==> src/sv/dad_pkg.sv <==
// Shared types, constants and helper functions for the date advance block.
// No dependencies; every other file of the block imports this package.
`timescale 1ns / 1ps

package dad_pkg;

    localparam int DAY_W   = 5;
    localparam int MONTH_W = 4;
    localparam int YEAR_W  = 14;
    localparam int COUNT_W = 16;

    // Microprogram layout.
    localparam int STEP_W = 4;
    localparam int ARG_W  = 3;
    localparam logic [STEP_W-1:0] STEP_LOAD = 4'd0;
    localparam logic [STEP_W-1:0] STEP_WALK = 4'd8;
    localparam logic [STEP_W-1:0] STEP_OUT  = 4'd9;
    localparam logic [STEP_W-1:0] STEP_LAST = 4'd9;

    // Months and the 400-year leap cycle.
    localparam logic [MONTH_W-1:0] MONTH_JAN = 4'd1;
    localparam logic [MONTH_W-1:0] MONTH_FEB = 4'd2;
    localparam logic [MONTH_W-1:0] MONTH_APR = 4'd4;
    localparam logic [MONTH_W-1:0] MONTH_JUN = 4'd6;
    localparam logic [MONTH_W-1:0] MONTH_SEP = 4'd9;
    localparam logic [MONTH_W-1:0] MONTH_NOV = 4'd11;
    localparam logic [MONTH_W-1:0] MONTH_DEC = 4'd12;
    localparam int CYCLE_W = 9;
    localparam logic [CYCLE_W-1:0] CYCLE_LAST = 9'd399;
    localparam logic [CYCLE_W-1:0] CENTURY_1  = 9'd100;
    localparam logic [CYCLE_W-1:0] CENTURY_2  = 9'd200;
    localparam logic [CYCLE_W-1:0] CENTURY_3  = 9'd300;
    localparam int REDUCE_STEPS = 6;
    localparam logic [YEAR_W-1:0] CYCLE_LEN = 14'd400;

    typedef enum logic [2:0] {
        OP_LOAD,
        OP_REDUCE,
        OP_CLAMP,
        OP_WALK,
        OP_OUT
    } op_t;

    typedef enum logic [1:0] {
        COND_NEVER,
        COND_NO_INPUT,
        COND_BUSY,
        COND_OUT_BLOCKED
    } cond_t;

    typedef struct packed {
        op_t                op;
        logic [ARG_W-1:0]   arg;
        cond_t              cond;
        logic [STEP_W-1:0]  target;
    } ctrl_word_t;

    typedef struct packed {
        logic in_valid;
        logic left_busy;
        logic out_blocked;
    } dad_status_t;

    // Subtrahend for reduction step idx: 400 shifted left by (5 - idx).
    function automatic logic [YEAR_W-1:0] reduce_sub(input logic [ARG_W-1:0] idx);
        logic [ARG_W-1:0] sh;
        sh = ARG_W'(REDUCE_STEPS - 1) - idx;
        return CYCLE_LEN << sh;
    endfunction

    // Leap test on the year position within the 400-year cycle.
    function automatic logic is_leap(input logic [CYCLE_W-1:0] pos);
        logic century;
        century = (pos == CENTURY_1) || (pos == CENTURY_2) || (pos == CENTURY_3);
        return (pos == '0) || (!century && (pos[1:0] == 2'b00));
    endfunction

    function automatic logic [DAY_W-1:0] month_len(input logic [MONTH_W-1:0] m,
                                                   input logic leap);
        logic [DAY_W-1:0] len;
        len = 5'd31;
        if (m == MONTH_FEB) begin
            len = leap ? 5'd29 : 5'd28;
        end else if (m inside {MONTH_APR, MONTH_JUN, MONTH_SEP, MONTH_NOV}) begin
            len = 5'd30;
        end
        return len;
    endfunction

endpackage

==> src/sv/date_add_days_top.sv <==
// Usage notes for date_add_days_top.
// Input channel s_*: a start date (day, month, year) and a day count, one
// transfer at a time. Result channel m_*: the date that many days later.
// Out-of-range start fields are normalized first (month 0 becomes January,
// month above 12 becomes December, day 0 becomes 1, a day past the month end
// becomes the last day), so every result is a valid date.
// After its input transfer each item runs through the sequencer steps: six
// reduction steps reduce the year modulo 400, one clamps the day, then the
// walk takes one step per month boundary crossed, plus one when the count
// ends inside a month (none for a zero count), one more step leaves the walk
// and one loads the output register once the previous result is transferred.
// s_ready is high only while the sequencer waits at its load step, so one
// item is in work at a time and a new input transfer can follow only once
// the previous item has left the output step. A finished result sits in
// the output register; the next item may already be taken and worked on
// while the receiver stalls, and its result waits until the previous one
// is transferred. Reset (aresetn low, synchronous) returns the sequencer
// to the load step and drops m_valid.
// Depends on dad_pkg, dad_seq, dad_rom and dad_datapath.
`timescale 1ns / 1ps

module date_add_days_top
    import dad_pkg::*;
(
    input  logic               aclk,
    input  logic               aresetn,
    input  logic               s_valid,
    output logic               s_ready,
    input  logic [DAY_W-1:0]   s_start_day,
    input  logic [MONTH_W-1:0] s_start_month,
    input  logic [YEAR_W-1:0]  s_start_year,
    input  logic [COUNT_W-1:0] s_days_to_add,
    output logic               m_valid,
    input  logic               m_ready,
    output logic [DAY_W-1:0]   m_end_day,
    output logic [MONTH_W-1:0] m_end_month,
    output logic [YEAR_W-1:0]  m_end_year
);

    ctrl_word_t  ctrl;
    dad_status_t status;
    logic        left_busy;
    logic        out_blocked;

    assign status = '{in_valid: s_valid, left_busy: left_busy, out_blocked: out_blocked};

    dad_seq u_seq (
        .aclk    (aclk),
        .aresetn (aresetn),
        .status  (status),
        .ctrl    (ctrl)
    );

    dad_datapath u_dp (
        .aclk          (aclk),
        .aresetn       (aresetn),
        .ctrl          (ctrl),
        .s_valid       (s_valid),
        .s_ready       (s_ready),
        .s_start_day   (s_start_day),
        .s_start_month (s_start_month),
        .s_start_year  (s_start_year),
        .s_days_to_add (s_days_to_add),
        .m_valid       (m_valid),
        .m_ready       (m_ready),
        .m_end_day     (m_end_day),
        .m_end_month   (m_end_month),
        .m_end_year    (m_end_year),
        .left_busy     (left_busy),
        .out_blocked   (out_blocked)
    );

endmodule

==> src/sv/dad_rom.sv <==
// Microcode ROM of the date advance sequencer: one control word per step.
// Depends on dad_pkg for the control word layout and step numbers.
`timescale 1ns / 1ps

module dad_rom
    import dad_pkg::*;
(
    input  logic [STEP_W-1:0] step,
    output ctrl_word_t        ctrl
);

    always_comb begin
        case (step)
            4'd0:    ctrl = '{op: OP_LOAD,   arg: 3'd0, cond: COND_NO_INPUT,    target: STEP_LOAD};
            4'd1:    ctrl = '{op: OP_REDUCE, arg: 3'd0, cond: COND_NEVER,       target: STEP_LOAD};
            4'd2:    ctrl = '{op: OP_REDUCE, arg: 3'd1, cond: COND_NEVER,       target: STEP_LOAD};
            4'd3:    ctrl = '{op: OP_REDUCE, arg: 3'd2, cond: COND_NEVER,       target: STEP_LOAD};
            4'd4:    ctrl = '{op: OP_REDUCE, arg: 3'd3, cond: COND_NEVER,       target: STEP_LOAD};
            4'd5:    ctrl = '{op: OP_REDUCE, arg: 3'd4, cond: COND_NEVER,       target: STEP_LOAD};
            4'd6:    ctrl = '{op: OP_REDUCE, arg: 3'd5, cond: COND_NEVER,       target: STEP_LOAD};
            4'd7:    ctrl = '{op: OP_CLAMP,  arg: 3'd0, cond: COND_NEVER,       target: STEP_LOAD};
            4'd8:    ctrl = '{op: OP_WALK,   arg: 3'd0, cond: COND_BUSY,        target: STEP_WALK};
            4'd9:    ctrl = '{op: OP_OUT,    arg: 3'd0, cond: COND_OUT_BLOCKED, target: STEP_OUT};
            default: ctrl = '{op: OP_OUT,    arg: 3'd0, cond: COND_NEVER,       target: STEP_LOAD};
        endcase
    end

endmodule

==> src/sv/dad_seq.sv <==
// Step counter and jump logic of the date advance sequencer.
// Depends on dad_pkg and the microcode ROM dad_rom.
`timescale 1ns / 1ps

module dad_seq
    import dad_pkg::*;
(
    input  logic        aclk,
    input  logic        aresetn,
    input  dad_status_t status,
    output ctrl_word_t  ctrl
);

    logic [STEP_W-1:0] step_reg;
    logic [STEP_W-1:0] step_next;
    logic              take;

    dad_rom u_rom (
        .step (step_reg),
        .ctrl (ctrl)
    );

    always_comb begin
        case (ctrl.cond)
            COND_NO_INPUT:    take = !status.in_valid;
            COND_BUSY:        take = status.left_busy;
            COND_OUT_BLOCKED: take = status.out_blocked;
            default:          take = 1'b0;
        endcase
    end

    always_comb begin
        if (take) begin
            step_next = ctrl.target;
        end else if (step_reg == STEP_LAST) begin
            step_next = STEP_LOAD;
        end else begin
            step_next = step_reg + 4'd1;
        end
    end

    always_ff @(posedge aclk) begin
        if (!aresetn) begin
            step_reg <= STEP_LOAD;
        end else begin
            step_reg <= step_next;
        end
    end

endmodule

==> src/sv/dad_datapath.sv <==
// Datapath of the date advance block: date and count registers, leap-cycle
// position, month-length logic and the output register. Depends on dad_pkg.
`timescale 1ns / 1ps

module dad_datapath
    import dad_pkg::*;
(
    input  logic               aclk,
    input  logic               aresetn,
    input  ctrl_word_t         ctrl,
    input  logic               s_valid,
    output logic               s_ready,
    input  logic [DAY_W-1:0]   s_start_day,
    input  logic [MONTH_W-1:0] s_start_month,
    input  logic [YEAR_W-1:0]  s_start_year,
    input  logic [COUNT_W-1:0] s_days_to_add,
    output logic               m_valid,
    input  logic               m_ready,
    output logic [DAY_W-1:0]   m_end_day,
    output logic [MONTH_W-1:0] m_end_month,
    output logic [YEAR_W-1:0]  m_end_year,
    output logic               left_busy,
    output logic               out_blocked
);

    logic [DAY_W-1:0]   day_reg,   day_next;
    logic [MONTH_W-1:0] month_reg, month_next;
    logic [YEAR_W-1:0]  year_reg,  year_next;
    logic [COUNT_W-1:0] left_reg,  left_next;
    logic [YEAR_W-1:0]  pos_reg,   pos_next;
    logic               m_valid_reg, m_valid_next;
    logic [DAY_W-1:0]   m_day_reg;
    logic [MONTH_W-1:0] m_month_reg;
    logic [YEAR_W-1:0]  m_year_reg;

    logic [DAY_W-1:0]   len;
    logic [COUNT_W:0]   reach;
    logic [DAY_W:0]     gap;
    logic [YEAR_W-1:0]  sub;
    logic               out_load;

    assign s_ready     = (ctrl.op == OP_LOAD);
    assign left_busy   = (left_reg != '0);
    assign out_blocked = m_valid_reg && !m_ready;
    assign out_load    = (ctrl.op == OP_OUT) && !out_blocked;

    // After the reduction steps pos_reg holds the year modulo 400.
    assign len   = month_len(month_reg, is_leap(pos_reg[CYCLE_W-1:0]));
    assign reach = {12'd0, day_reg} + {1'b0, left_reg};
    assign gap   = {1'b0, len} + 6'd1 - {1'b0, day_reg};
    assign sub   = reduce_sub(ctrl.arg);

    always_comb begin
        day_next   = day_reg;
        month_next = month_reg;
        year_next  = year_reg;
        left_next  = left_reg;
        pos_next   = pos_reg;
        case (ctrl.op)
            OP_LOAD: begin
                if (s_valid) begin
                    day_next  = (s_start_day == '0) ? 5'd1 : s_start_day;
                    year_next = s_start_year;
                    pos_next  = s_start_year;
                    left_next = s_days_to_add;
                    if (s_start_month == '0) begin
                        month_next = MONTH_JAN;
                    end else if (s_start_month > MONTH_DEC) begin
                        month_next = MONTH_DEC;
                    end else begin
                        month_next = s_start_month;
                    end
                end
            end
            OP_REDUCE: begin
                if (pos_reg >= sub) begin
                    pos_next = pos_reg - sub;
                end
            end
            OP_CLAMP: begin
                if (day_reg > len) begin
                    day_next = len;
                end
            end
            OP_WALK: begin
                if (left_busy) begin
                    if (reach > {12'd0, len}) begin
                        // Move to the first of the next month.
                        left_next = left_reg - {10'd0, gap};
                        day_next  = 5'd1;
                        if (month_reg == MONTH_DEC) begin
                            month_next = MONTH_JAN;
                            year_next  = year_reg + 14'd1;
                            // A year that wraps to zero starts a fresh 400-year cycle.
                            if (year_reg == '1) begin
                                pos_next = '0;
                            end else if (pos_reg[CYCLE_W-1:0] == CYCLE_LAST) begin
                                pos_next = '0;
                            end else begin
                                pos_next = pos_reg + 14'd1;
                            end
                        end else begin
                            month_next = month_reg + 4'd1;
                        end
                    end else begin
                        day_next  = reach[DAY_W-1:0];
                        left_next = '0;
                    end
                end
            end
            default: begin
            end
        endcase
    end

    always_comb begin
        m_valid_next = m_valid_reg;
        if (out_load) begin
            m_valid_next = 1'b1;
        end else if (m_ready) begin
            m_valid_next = 1'b0;
        end
    end

    always_ff @(posedge aclk) begin
        if (!aresetn) begin
            m_valid_reg <= 1'b0;
            left_reg    <= '0;
        end else begin
            m_valid_reg <= m_valid_next;
            left_reg    <= left_next;
        end
    end

    always_ff @(posedge aclk) begin
        day_reg   <= day_next;
        month_reg <= month_next;
        year_reg  <= year_next;
        pos_reg   <= pos_next;
        if (out_load) begin
            m_day_reg   <= day_reg;
            m_month_reg <= month_reg;
            m_year_reg  <= year_reg;
        end
    end

    assign m_valid     = m_valid_reg;
    assign m_end_day   = m_day_reg;
    assign m_end_month = m_month_reg;
    assign m_end_year  = m_year_reg;

endmodule

==> config.mk <==
export PLATFORM = sky130hd
export DESIGN_NAME = date_add_days_top
export DESIGN_NICKNAME = d
export VERILOG_FILES = /design/src/sv/dad_pkg.sv /design/src/sv/date_add_days_top.sv /design/src/sv/dad_rom.sv /design/src/sv/dad_seq.sv /design/src/sv/dad_datapath.sv
export SDC_FILE = /design/constraint.sdc
export NUM_CORES = 1
export LEC_CHECK = 0
export BUFFER_PORTS_ARGS = -buffer_cell sky130_fd_sc_hd__buf_2
export CAP_MARGIN = 30
export CORE_UTILIZATION = 50
export CTS_CLUSTER_SIZE = 28
export DETAILED_ROUTE_END_ITERATION = 8
export PLACE_DENSITY_LB_ADDON = 0.12
export REMOVE_ABC_BUFFERS = 1
export SYNTH_ARGS = -nofsm -noshare
export SYNTH_HDL_FRONTEND = slang
export SYNTH_HIERARCHICAL = 1
export SYNTH_SLANG_ARGS = --single-unit
==> constraint.sdc <==
create_clock -name aclk -period 5.5 [get_ports aclk]
set_input_delay 1.1 -clock aclk [delete_from_list [all_inputs] [get_ports aclk]]
set_output_delay 1.1 -clock aclk [all_outputs]
set_load 0.02 [all_outputs]
== Word-level counts from Yosys, hierarchy flattened ==
Memory sizes are Yosys's and may differ from the RTL's. A register that Yosys moved wholly into a read port is not among the register bits.
Index checks and enable logic that the tools add are counted.

* ROM bits: 160
* Input port bits: 43
* Logic and storage cells: 115
* Register bits: 81
* Memories kept: 1
* Output and inout port bits: 25

* Add/subtract/negate cells: 10
* $lt $le $gt $ge: 4
* Mux-type cells: 38
* Shift-type cells: 1
* Reductions and logical operators: 26
* Equality and inequality tests: 25

{| class="wikitable"
|+ Memories
! name !! words !! width !! rd ports !! clocked after Yosys merged registers in !! wr ports !! RTL line !! source
|-
| (no name shown) || 16 || 10 || 1 || 1 || 0 || dad_rom.sv:13 || <nowiki>case (step)</nowiki>
|}

{| class="wikitable"
|+ Operators with widths
! cell !! number
|-
| two-way mux 14 bit || 10
|-
| two-way mux 16 bit || 3
|-
| case mux 14 bit (3 select lines) || 1
|-
| two-way mux 4 bit || 9
|-
| case mux 16 bit (2 select lines) || 1
|-
| two-way mux 5 bit || 6
|-
| adder 14 x 1 -> 14 bit, second input constant || 2
|-
| case mux 14 bit (2 select lines) || 1
|-
| == test 9 bit, second input constant || 2
|-
| adder 5 x 16 -> 17 bit || 1
|-
| > comparator 17 x 5 -> 1 bit || 1
|-
| == test 4 bit, second input constant || 4
|-
| nonzero test 16 bit || 1
|-
| subtractor 16 x 6 -> 16 bit || 1
|-
| case mux 5 bit (3 select lines) || 1
|-
| == test 14 bit, second input constant || 1
|-
| greater-or-equal comparator 14 bit || 1
|-
| << shifter 9 x 3 -> 14 bit, first input constant || 1
|-
| subtractor 14 bit || 1
|-
| == test 9 x 7 -> 1 bit, second input constant || 1
|-
| == test 9 x 8 -> 1 bit, second input constant || 1
|-
| zero test 9 bit || 1
|-
| adder 4 x 1 -> 4 bit, second input constant || 2
|-
| == test 4 x 3 -> 1 bit, second input constant || 2
|-
| 30 further kinds || 49
|}

== Logic depth before layout (Yosys ltp) ==
Gate-level depths: netlist (run 1).

* Depth after elaboration: 14
* Gate-level depth with buffers: 23
* Gate-level depth less buffers: 22

== Modules after synthesis ==
Netlist (run 1), hierarchy kept.

{| class="wikitable"
|+ By module, submodules not included
! module !! seq. area each (um^2) !! times used !! cells an instance !! area each (um^2)
|-
| dad_datapath || 2142.1 || 1 || 618 || 5621.6
|-
| dad_rom || 0.0 || 1 || 30 || 241.5
|-
| dad_seq || 80.1 || 1 || 27 || 225.2
|}

== Worst setup path before layout (run 1) ==
Ideal clock, no wire load.

* Path type: register to register
* Start point: register u_dp.month_reg[0]
* End point: register u_dp.left_reg[12]
* Clock period less this slack: 3.915 ns
* Library setup time: 0.125 ns
* Required time: 5.375 ns
* Data arrival time: 3.790 ns
* Stages on the path, launching flop included: 19
* Path slack: 1.585 ns
* Buffers on the path: 1
* Cell sequence: edfxtp_1 inv_1 ha_1 nor3b_1 a21oi_1 ha_1 ha_1 inv_1 fa_1 ha_1 nor2b_1 o21ai_0 a21boi_0 o21ai_0 and3_1 clkbuf_1 nand3_1 a21oi_1 o22ai_1

* Word-level cells in the longest chain between the ends: 10
* Elaborated cells on any way between the ends: 15
* Those cells by class: add/sub (3); order compare (1); eq/ne (5); mux (5); reduce/logical (1)

{| class="wikitable"
|+ Ends and longest elaborated chain
! item !! RTL line !! source
|-
| start, declared || dad_datapath.sv:27 || <nowiki>logic [MONTH_W-1:0] month_reg, month_next;</nowiki>
|-
| start signal, assigned || dad_datapath.sv:137 || <nowiki>month_reg <= month_next;</nowiki>
|-
| == test 4 x 3 -> 1 bit / == test 4 bit (equally long branches) || dad_pkg.sv:84 || <nowiki>end else if (m inside {MONTH_APR, MONTH_JUN, MONTH_SEP, MONTH_NOV}) begin</nowiki>
|-
| nonzero test 4 bit || dad_pkg.sv:84 ||
|-
| two-way mux 1 bit || dad_pkg.sv:84 ||
|-
| two-way mux 5 bit (*) || dad_pkg.sv:82 || <nowiki>if (m == MONTH_FEB) begin</nowiki>
|-
| adder 5 x 1 -> 6 bit || dad_datapath.sv:50 || <nowiki>assign gap = {1'b0, len} + 6'd1 - {1'b0, day_reg};</nowiki>
|-
| subtractor 6 x 5 -> 6 bit || dad_datapath.sv:50 ||
|-
| subtractor 16 x 6 -> 16 bit || dad_datapath.sv:89 || <nowiki>left_next = left_reg - {10'd0, gap};</nowiki>
|-
| two-way mux 16 bit (*) || dad_datapath.sv:87 || <nowiki>if (reach > {12'd0, len}) begin</nowiki>
|-
| two-way mux 16 bit (*) || dad_datapath.sv:86 || <nowiki>if (left_busy) begin</nowiki>
|-
| case mux 16 bit (2 select lines) (*) || dad_datapath.sv:59 || <nowiki>case (ctrl.op)</nowiki>
|-
| end signal, assigned || dad_datapath.sv:131 || <nowiki>left_reg <= left_next;</nowiki>
|-
| end, declared || dad_datapath.sv:29 || <nowiki>logic [COUNT_W-1:0] left_reg, left_next;</nowiki>
|}

Every way passes the cells marked *; elsewhere a longest branch is shown, timed or not. The select of a mux whose other input is x is not followed.
A chain may end at the register's enable or synchronous reset.

== Worst setup path in the final report (run 1) ==
* Start point: register u_dp.pos_reg[6]
* End point: register u_dp.left_reg[9]

* Word-level cells in the longest chain between the ends: 14
* Elaborated cells on any way between the ends: 18
* Those cells by class: add/sub (3); order compare (1); eq/ne (3); mux (5); reduce/logical (6)

{| class="wikitable"
|+ Ends and longest elaborated chain
! item !! RTL line !! source
|-
| start, declared || dad_datapath.sv:30 || <nowiki>logic [YEAR_W-1:0] pos_reg, pos_next;</nowiki>
|-
| start signal, assigned || dad_datapath.sv:139 || <nowiki>pos_reg <= pos_next;</nowiki>
|-
| == test 9 x 7 -> 1 bit / == test 9 x 8 -> 1 bit (equally long branches) || dad_pkg.sv:74 || <nowiki>century = (pos == CENTURY_1) || (pos == CENTURY_2) || (pos == CENTURY_3);</nowiki>
|-
| logical OR 1 bit (2 in series) || dad_pkg.sv:74 ||
|-
| zero test 1 bit || dad_pkg.sv:75 || <nowiki>return (pos == '0) || (!century && (pos[1:0] == 2'b00));</nowiki>
|-
| logical AND 1 bit || dad_pkg.sv:75 ||
|-
| logical OR 1 bit (*) || dad_pkg.sv:75 ||
|-
| two-way mux 1 bit (*) || dad_pkg.sv:83 || <nowiki>len = leap ? 5'd29 : 5'd28;</nowiki>
|-
| two-way mux 5 bit (*) || dad_pkg.sv:82 ||
|-
| adder 5 x 1 -> 6 bit || dad_datapath.sv:50 ||
|-
| subtractor 6 x 5 -> 6 bit || dad_datapath.sv:50 ||
|-
| subtractor 16 x 6 -> 16 bit || dad_datapath.sv:89 ||
|-
| two-way mux 16 bit (*) || dad_datapath.sv:87 ||
|-
| two-way mux 16 bit (*) || dad_datapath.sv:86 ||
|-
| case mux 16 bit (2 select lines) (*) || dad_datapath.sv:59 ||
|}

Marks and branches as above.

==> results of run 1 <==
[cells in the final DEF, fill, tap and decap left out, types with 21 or more instances in the layout]
master / n
a21oi_1: 31
nor3_1: 21
buf_2: 68
inv_1: 42
nor2_1: 52
xor2_1: 24
o21ai_0: 46
nand2_1: 75
dfxtp_1: 21
nand3_1: 21
ha_1: 49
edfxtp_1: 60
[area by class of cell]
class,instances,area [sq um],area share (%)
tap,143,179,2.64
inverter,42,158,2.33
multi-input combinational,515,3500,51.7
sequential,81,2220,32.8
timing repair buffer,73,385,5.68
clock buffer,9,225,3.32
clock inverter,7,106,1.57
[cell usage after synthesis, drive strengths merged, types with 5 or more instances]
master	instances
a211oi	8
a21o	6
a21oi	33
a221oi	7
a22oi	5
a31oi	9
and2	8
and3	12
buf	14
clkbuf	24
dfxtp	21
edfxtp	60
ha	49
inv	42
mux2i	8
nand2	75
nand2b	11
nand3	21
nand4	6
nor2	54
nor2b	8
nor3	21
nor3b	7
nor4	7
o21a	5
o21ai	48
o22ai	7
or2	5
xnor2	13
xor2	24
[stage by stage]
step / total power [mW] / instances / instance area (sq um) / hold WS, ns
3_5_place_dp: 4.39 / 854 / 6450 / 0.481
3_3_place_gp: 4.30 / 852 / 6430 / 0.470
6_report: 5.10 / 870 / 6780 / 0.490
2_1_floorplan: 3.63 / 638 / 5880 / 0.442
5_1_grt: 5.55 / 870 / 6780 / 0.519
4_1_cts: 5.10 / 870 / 6780 / 0.492
[power breakdown]
part	switching (mW)	total, mW	internal (mW)
Combinational	1.80	3.03	1.23
Sequential	0.340	1.39	1.05
Clock	0.271	0.677	0.407
[how the worst max path moves through the flow]
stage / startpoint / to / slack, ns / depth (start not counted)
4_1_cts: u_dp/pos_reg[6]$_DFFE_PP_ / u_dp/left_reg[9]$_SDFFE_PN0P_ / 0.99 / 22
6_report: u_dp/pos_reg[6]$_DFFE_PP_ / u_dp/left_reg[9]$_SDFFE_PN0P_ / 0.97 / 22
3_5_place_dp: u_dp/pos_reg[6]$_DFFE_PP_ / u_dp/left_reg[9]$_SDFFE_PN0P_ / 1.04 / 22
3_3_place_gp: u_dp/month_reg[0]$_DFFE_PP_ / u_dp/left_reg[9]$_SDFFE_PN0P_ / 1.18 / 16
2_1_floorplan: u_dp/month_reg[0]$_DFFE_PP_ / u_dp/left_reg[9]$_SDFFE_PN0P_ / 1.60 / 20
5_1_grt: u_dp/pos_reg[6]$_DFFE_PP_ / u_dp/left_reg[9]$_SDFFE_PN0P_ / 0.64 / 22
[routing by layer]
metal	up-vias	part of all wire, %	track usage (%)
met4	0	1.8	9.51
met2	142	44	36.5
met5	-	0	0
met1	2407	50	33.8
li1	2524	-	-
met3	18	4.0	2.92
[kinds of logic after synthesis]
logic type	after synthesis	share of synthesized area (%)
adder cells (fa/ha/maj)	52	11.1
other	1	0.0616
multiplexers	10	1.75
flip-flops	81	36.5
buffers and inverters	80	6.04
AO/OA/AOI/OAI	164	18.5
XOR/XNOR	37	5.32
AND/OR/NAND/NOR	250	20.8
==> impl_metrics.json, run 1 <==
{
  "rrSetupSlack_ns": 0.97,
  "cts_root_buf": "clkbuf_16",
  "gp_congestion": 0.894,
  "finalSetupTns_ns": 0,
  "antenna_found_initial": 0,
  "tightest_slew_ns": 1.02,
  "start_util_pct": 52.2,
  "fin_skew_ns": 0.00757,
  "ys.flop_type": "edfxtp_1",
  "hold_viol_final": 0,
  "hold_depth": 0,
  "irDropWorstVdd_uv": 367,
  "ys_seq_area_share_pct": 36.5,
  "cp-end-kind": "flip-flop",
  "critical_path_arrival_ns": 4.77,
  "required_ns": 5.74,
  "ctsResizeCount": 0,
  "p_leak_nw": 2.79,
  "rows": 39,
  "critPathTopFamily": "compound AO/OA/AOI/OAI gates",
  "relSlewSlack_pct": 31.8,
  "grt_first_pass_wirelength_microns": 23400,
  "antenna_left": 0,
  "run_status": "finished with violations",
  "drt_wl_total_microns": 14400,
  "ys_top_cells_by_area": "edfxtp_1 (30%), ha_1 (10%), dfxtp_1 (6.9%)",
  "vias": 5091,
  "wl_per_cell_microns": 16.6,
  "crit_chain": "nor3b_1 -> a21oi_1 -> nor3_1 -> a31oi_1 -> o21ai_0 -> a21oi_1 -> ha_1 -> ha_1 -> inv_1 -> fa_1 -> inv_1 -> a21o_1 -> a21oi_1 -> xor2_1 -> ha_1 -> nor2_1 -> nand2_1 -> o21a_1 -> nor2_1 -> inv_1 -> and3_1 -> o31a_1",
  "finalCritPeriodShare_pct": 82.3,
  "detail_route.first_pass.iterations": 7,
  "r2r-start": "u_dp/pos_reg[6]$_DFFE_PP_",
  "reg2reg_depth": 22,
  "setup_ws_ns": 0.971,
  "vias_per_cell": 5.85,
  "path_buf_inv": 3,
  "fin_nets": 817,
  "violations": "DRC",
  "clk_path_buf_depth": 2,
  "period_minus_slack_ns": 4.53,
  "drc": 5,
  "cap_viol_max_count": 0,
  "cts_setup_buffers": 0,
  "worstSetupStartpointType": "flip-flop",
  "core-area_sq_mm": 0.0117,
  "r2r_end": "u_dp/left_reg[9]$_SDFFE_PN0P_",
  "cts.sinks": 81,
  "post-route-util_pct": 58.1,
  "async_flop_share_pct": 0,
  "timing.fmax_mhz": 221,
  "path_clk_slew_ns": 0.07,
  "setup_viol": 0,
  "ys_types": 77,
  "overflow": 0,
  "timing_worst_setup_path_type": "reg -> reg",
  "cp_slowest_stage_delay_ns": 0.52,
  "insertion_delay_ns": 0.35,
  "n_antenna_cell": 0,
  "syn_avg_cell_area_sq_um": 9.02,
  "ys_warn_count": 6,
  "die_w_microns": 112,
  "fillers": 1030,
  "syn-cell-area_sq_mm": 0.00609,
  "io_buffers": 67,
  "cp_max_fo": 8,
  "htreeDepth": 3,
  "cts_tree": "yes",
  "hold_buffers": 0,
  "post-place-ws_ns": 1.04,
  "die_area_sq_mm": 0.0126,
  "cellPowerDensity_mw_per_mm2": 753,
  "grt_util_all_layers_pct": 23.7,
  "grt_pass1_vias": 4687,
  "largest_register_ffs": 16,
  "die_y_microns": 112,
  "synth_cells": 675,
  "rsz0062_at_grt": "no",
  "yosysTopAreaCellShare_pct": 29.6,
  "area_delta_synth_final_pct": 11.4,
  "grt_max_degree": 50,
  "min_to": "u_dp/m_end_year[3]$_DFFE_PP_",
  "holdCritStartpoint": "u_dp/year_reg[3]$_DFFE_PP_",
  "synth_area_leader_cell": "edfxtp_1",
  "synth_edf_count": 60,
  "synth-seq-cells": 81,
  "hpwl_microns": 10600,
  "critPathSlowestCell": "edfxtp_1",
  "min_path_type": "reg -> reg",
  "drt_iter0_drc": 307,
  "drive_gt1_share_pct": 16.1,
  "final-max-slew-violation-count": 0,
  "cts_buffers": 9,
  "io-pin-count": 68
}
Power figures use the tool's default switching activity.
==> inputs of run 2 (changes only) <==
==> constraint.sdc (replaced) <==
create_clock -name aclk -period 3.8 [get_ports aclk]
set_input_delay 0.76 -clock aclk [delete_from_list [all_inputs] [get_ports aclk]]
set_output_delay 0.76 -clock aclk [all_outputs]
set_load 0.02 [all_outputs]
==> run 2 against run 1 <==
- the run still ends with DRC left
- final area grew 9.5%
- first-iteration DRC count up 21%
- clock skew increased by 0.0048 ns
- worst setup slack worse by 0.94 ns
==> impl_metrics.json, run 2 (synthesized netlist as in run 1, its figures left out) <==
{
  "ff_latch_area_sq_mm": 0.00222,
  "die_area_sq_mm": 0.0126,
  "period_minus_slack_ns": 3.77,
  "path_clk_slew_ns": 0.07,
  "insertion_delay_ns": 0.36,
  "cts.sinks": 81,
  "cts_buffers": 9,
  "required_ns": 4.04,
  "min_path_type": "reg -> reg",
  "reg2reg_depth": 19,
  "fillers": 1002,
  "final_common_cell": "nand2_1",
  "overflow": 0,
  "violations": "DRC",
  "rrSetupSlack_ns": 0.03,
  "hold_buffers": 0,
  "fin_nets": 870,
  "final-max-slew-violation-count": 0,
  "wl_per_cell_microns": 16.9,
  "rows": 39,
  "largest_register_ffs": 16,
  "detail_route.first_pass.iterations": 9,
  "vias_per_cell": 5.81,
  "holdCritStartpoint": "u_dp/year_reg[3]$_DFFE_PP_",
  "hold_viol_final": 0,
  "cts_tree": "yes",
  "antenna_found_initial": 0,
  "min_to": "u_dp/m_end_year[3]$_DFFE_PP_",
  "n_antenna_cell": 0,
  "fin_skew_ns": 0.0124,
  "fin_area_sq_mm": 0.00742,
  "cp_max_fo": 3,
  "r2r_end": "u_dp/left_reg[9]$_SDFFE_PN0P_",
  "dpl_cell_area_sq_mm": 0.00683,
  "cp-end-kind": "flip-flop",
  "hold_depth": 0,
  "relSlewSlack_pct": 53.9,
  "io_buffers": 67,
  "worstSetupStartpointType": "flip-flop",
  "grt_util_all_layers_pct": 24.9,
  "drt_wl_total_microns": 15600,
  "tightest_slew_ns": 0.689,
  "critical_path_arrival_ns": 4.01,
  "run_status": "finished with violations",
  "multi_input_area_sq_mm": 0.00373,
  "die_y_microns": 112,
  "vias": 5363,
  "finalCritPeriodShare_pct": 99.2,
  "area_delta_synth_final_pct": 21.9,
  "r2r-start": "u_dp/pos_reg[8]$_DFFE_PP_",
  "timing_worst_setup_path_type": "reg -> reg",
  "gp_congestion": 0.905,
  "grt_max_degree": 32,
  "io-pin-count": 68,
  "drc": 4,
  "cts_root_buf": "clkbuf_16",
  "die_w_microns": 112,
  "clk_path_buf_depth": 2,
  "mostFrequentLayoutCells": "nand2_1 (73), buf_2 (67), edfxtp_1 (60)",
  "timing.fmax_mhz": 265,
  "setup_viol": 0,
  "start_util_pct": 52.2,
  "cap_viol_max_count": 0,
  "htreeDepth": 3,
  "core-area_sq_mm": 0.0117,
  "grt_first_pass_wirelength_microns": 24600,
  "grt_pass1_vias": 4913,
  "drt_iter0_drc": 372,
  "antenna_left": 0,
  "hpwl_microns": 11200,
  "rsz0062_at_grt": "yes",
  "drive_gt1_share_pct": 27.3
}
[run 2: changes by cell type in the layout (fill, tap and decap cells not counted), moves of 3 or more]
cell,previous run,this run
buf_4,4,50
o21ai_0,46,36
a21oi_1,31,23
a21oi_2,1,8
buf_6,0,7
o21ai_1,1,8
ha_1,49,45
inv_1,42,38
inv_2,0,4
nor2_1,52,49
o21ai_2,1,4
[run 2: area by class of cell]
cell class | instances | share of cell area (%)
Multi-Input combinational cell | 515 | 50.2
Sequential cell | 81 | 30.0
Timing Repair Buffer | 126 | 11.2
Clock buffer | 9 | 3.03
Tap cell | 143 | 2.41
Inverter | 42 | 2.12
Clock inverter | 7 | 1.05
[run 2: timing repair]
action	4_1_cts	5_1_grt
setup buffers	2	4
resized for setup	8	65
setup endpoints to repair	12	30
pin swaps	2	39
[run 2: critical path, stage by stage (launching register included)]
cell	delay [ns]
edfxtp_1	0.48
buf_6	0.16
a21oi_2	0.14
nor3_2	0.04
a31oi_1	0.15
o21ai_1	0.12
a21oi_2	0.17
ha_2	0.22
ha_4	0.15
inv_2	0.04
fa_2	0.37
xor2_1	0.17
ha_1	0.30
buf_4	0.14
a21boi_2	0.16
o21a_2	0.26
nor2_4	0.14
inv_1	0.04
and3_1	0.17
o31a_1	0.23
[run 2: routing by layer]
metal	wire (microns)	share of wire (%)	GRT usage, %	up-vias
met2	7240	46	40.0	151
met5	0	0	0	-
met1	7400	48	34.6	2567
met3	767	4.9	4.37	10
met4	159	1.0	7.47	0
li1	-	-	-	2635
[run 2: stage by stage]
step           std cells  util (%)  hold WS, ns  setup slack, ns  TNS, ns
3_3_place_gp         902      58.6        0.467          -0.0936   -0.349
6_report             923      63.6        0.482           0.0307        0
2_1_floorplan        638         -        0.442          -0.0971   -0.152
3_5_place_dp         902      58.6        0.468           -0.257    -1.40
4_1_cts              920      61.4        0.483          0.00228        0
5_1_grt              923      63.6        0.516           -0.144   -0.831
[run 2: worst max path at each step]
stage	start	to	slack (ns)
after floorplan	u_dp/month_reg[0]$_DFFE_PP_	u_dp/left_reg[9]$_SDFFE_PN0P_	-0.1
after global placement	u_dp/pos_reg[3]$_DFFE_PP_	u_dp/left_reg[12]$_SDFFE_PN0P_	-0.09
after detailed placement	u_dp/pos_reg[3]$_DFFE_PP_	u_dp/left_reg[12]$_SDFFE_PN0P_	-0.26
after CTS	u_dp/pos_reg[3]$_DFFE_PP_	u_dp/left_reg[12]$_SDFFE_PN0P_	0.002
after global routing	u_dp/pos_reg[8]$_DFFE_PP_	u_dp/left_reg[9]$_SDFFE_PN0P_	-0.14
final	u_dp/pos_reg[8]$_DFFE_PP_	u_dp/left_reg[9]$_SDFFE_PN0P_	0.03
Power of run 2 is not shown: default switching activity piles up to over one toggle a cycle in this logic, so the estimate is an artifact.
==> inputs of run 3 (changes only) <==
==> constraint.sdc (replaced) <==
create_clock -name aclk -period 3.6 [get_ports aclk]
set_input_delay 0.72 -clock aclk [delete_from_list [all_inputs] [get_ports aclk]]
set_output_delay 0.72 -clock aclk [all_outputs]
set_load 0.02 [all_outputs]
==> run 3 against run 2 <==
- the flow finishes with violations (DRC, setup timing)
- critical path depth is 4 higher
- routed wire length is 3.0% higher
- fmax is 1.2% higher
- register-to-register slack worse by 0.16 ns
- die area stayed put
- global-route usage is 0.54 points higher
- highest routed layer unchanged
==> impl_metrics.json, run 3 (synthesized netlist as in run 1, its figures left out) <==
{
  "insertion_delay_ns": 0.35,
  "hold_slack_ns": 0.492,
  "die_y_microns": 112,
  "start_util_pct": 52.2,
  "cts_buffers": 9,
  "gp_congestion": 0.882,
  "die_area_sq_mm": 0.0126,
  "r2r-start": "u_dp/pos_reg[3]$_DFFE_PP_",
  "die_w_microns": 112,
  "drt_wl_total_microns": 16000,
  "finalSetupTns_ns": -0.533,
  "largest_register_ffs": 16,
  "gr-usage-met3_pct": 3.40,
  "setup_viol": 9,
  "wl_per_cell_microns": 16.8,
  "path_depth": 23,
  "detail_route.first_pass.iterations": 9,
  "grt_max_degree": 32,
  "finalCritPeriodShare_pct": 103,
  "multi_input_area_sq_mm": 0.00389,
  "path_clk_slew_ns": 0.07,
  "ff_latch_area_sq_mm": 0.00222,
  "drive_gt1_share_pct": 32.8,
  "area_delta_synth_final_pct": 28.3,
  "critPathSlowestCell": "edfxtp_1",
  "min_path_type": "reg -> reg",
  "n_antenna_cell": 0,
  "rsz0062_at_grt": "yes",
  "cp-end-kind": "flip-flop",
  "cts_tree": "yes",
  "path_buf_inv": 4,
  "violations": "DRC, setup timing",
  "holdCritStartpoint": "u_dp/year_reg[3]$_DFFE_PP_",
  "cts.sinks": 81,
  "critPathMostFrequentCell": "a21oi_2",
  "required_ns": 3.87,
  "overflow": 0,
  "timing.fmax_mhz": 268,
  "rows": 39,
  "met2_usage_pct": 41.6,
  "core-area_sq_mm": 0.0117,
  "busiest_layer": "met2",
  "crit_chain": "nor2b_2 -> a21oi_2 -> nor3_1 -> a31oi_1 -> o21ai_1 -> a21oi_2 -> ha_2 -> ha_4 -> inv_2 -> fa_2 -> inv_2 -> a21o_1 -> a21oi_2 -> xor2_1 -> ha_2 -> nor2_4 -> nand2_1 -> o21a_2 -> buf_4 -> buf_6 -> nor3_2 -> nand3b_1 -> a41oi_2",
  "io-pin-count": 68,
  "grt_first_pass_wirelength_microns": 25300,
  "cap_viol_max_count": 0,
  "cp_max_fo": 3,
  "final-max-slew-violation-count": 0,
  "cp_slowest_stage_delay_ns": 0.45,
  "drt_iter0_drc": 459,
  "htreeDepth": 3,
  "hold_viol_final": 0,
  "hpwl_microns": 11500,
  "fin_skew_ns": 0.00660,
  "drc": 3,
  "antenna_left": 0,
  "use_met1_pct": 34.7,
  "run_status": "finished with violations",
  "setup_ws_ns": -0.125,
  "period_minus_slack_ns": 3.72,
  "critical_path_arrival_ns": 4.00,
  "grt_pass1_vias": 5246,
  "relSlewSlack_pct": 55.2,
  "io_buffers": 67,
  "clk_path_buf_depth": 2,
  "crit_start": "u_dp/pos_reg[3]$_DFFE_PP_",
  "hold_buffers": 0,
  "hold_depth": 0,
  "mostFrequentLayoutCells": "buf_4 (76), nand2_1 (73), buf_2 (67)",
  "post-route-util_pct": 67.0,
  "reg2reg_depth": 23,
  "timing_worst_setup_path_type": "reg -> reg",
  "critPathTopFamily": "compound AO/OA/AOI/OAI gates",
  "worstSetupStartpointType": "flip-flop",
  "post-place-ws_ns": -0.522,
  "cts_root_buf": "clkbuf_16",
  "antenna_found_initial": 0,
  "tightest_slew_ns": 0.671,
  "fillers": 932,
  "vias_per_cell": 5.81,
  "final_common_cell": "buf_4",
  "fin_nets": 902,
  "vias": 5546,
  "grt_util_all_layers_pct": 25.5
}
## run 3: cell count changes in the layout (fill, tap and decap cells not counted), sizes merged
| cell | delta |
|---|---|
| a21oi | +1 |
| buf | +30 |
| bufinv | -1 |
| clkbuf | +1 |
| clkinv | -3 |
| clkinvlp | +3 |
| inv | +1 |
## run 3: worst reg2reg max path, cell delays in order (launching register included)
cell      delay (ns)
edfxtp_1        0.45
nor2b_2         0.21
a21oi_2         0.12
nor3_1          0.05
a31oi_1         0.17
o21ai_1         0.11
a21oi_2         0.16
ha_2            0.21
ha_4            0.13
inv_2           0.03
fa_2            0.35
inv_2           0.05
a21o_1          0.11
a21oi_2         0.05
xor2_1          0.15
ha_2            0.21
nor2_4          0.14
nand2_1         0.07
o21a_2          0.24
buf_4           0.14
buf_6           0.12
nor3_2          0.10
nand3b_1        0.13
a41oi_2         0.15
## run 3: final cells by class
type | instances | share of cell area (%)
multi-input combinational | 516 | 49.8
sequential | 81 | 28.5
timing repair buffer | 157 | 13.9
clock buffer | 9 | 2.88
tap | 143 | 2.29
inverter | 42 | 2.02
clock inverter | 7 | 0.673
## run 3: through the flow
| step | instance area, sq um | std cells |
|---|---|---|
| 3_5_place_dp | 6940 | 918 |
| 6_report | 7810 | 955 |
| 3_3_place_gp | 6940 | 918 |
| 5_1_grt | 7810 | 955 |
| 4_1_cts | 7430 | 946 |
| 2_1_floorplan | 5880 | 638 |
## run 3: repair_timing
item,CTS,global route
resized for setup,36,68
setup endpoints to repair,45,51
buffers inserted,12,10
pin swaps,28,36
cloned,0,2
## run 3: path summary, 6_finish.rpt
path / to / slack [ns]
worst max-delay path: u_dp/left_reg[7]$_SDFFE_PN0P_ / -0.12
worst min-delay path: u_dp/m_end_year[3]$_DFFE_PP_ / 0.49
worst max register to register: u_dp/left_reg[7]$_SDFFE_PN0P_ / -0.12
worst min register to register: u_dp/m_end_year[3]$_DFFE_PP_ / 0.49
## run 3: per-layer routing
layer	share of wire, %	routed length (microns)
met3	5.5	874
met2	47	7510
met1	46	7360
met4	1.8	287
met5	0	0
Power of run 3 is left out for the same reason.
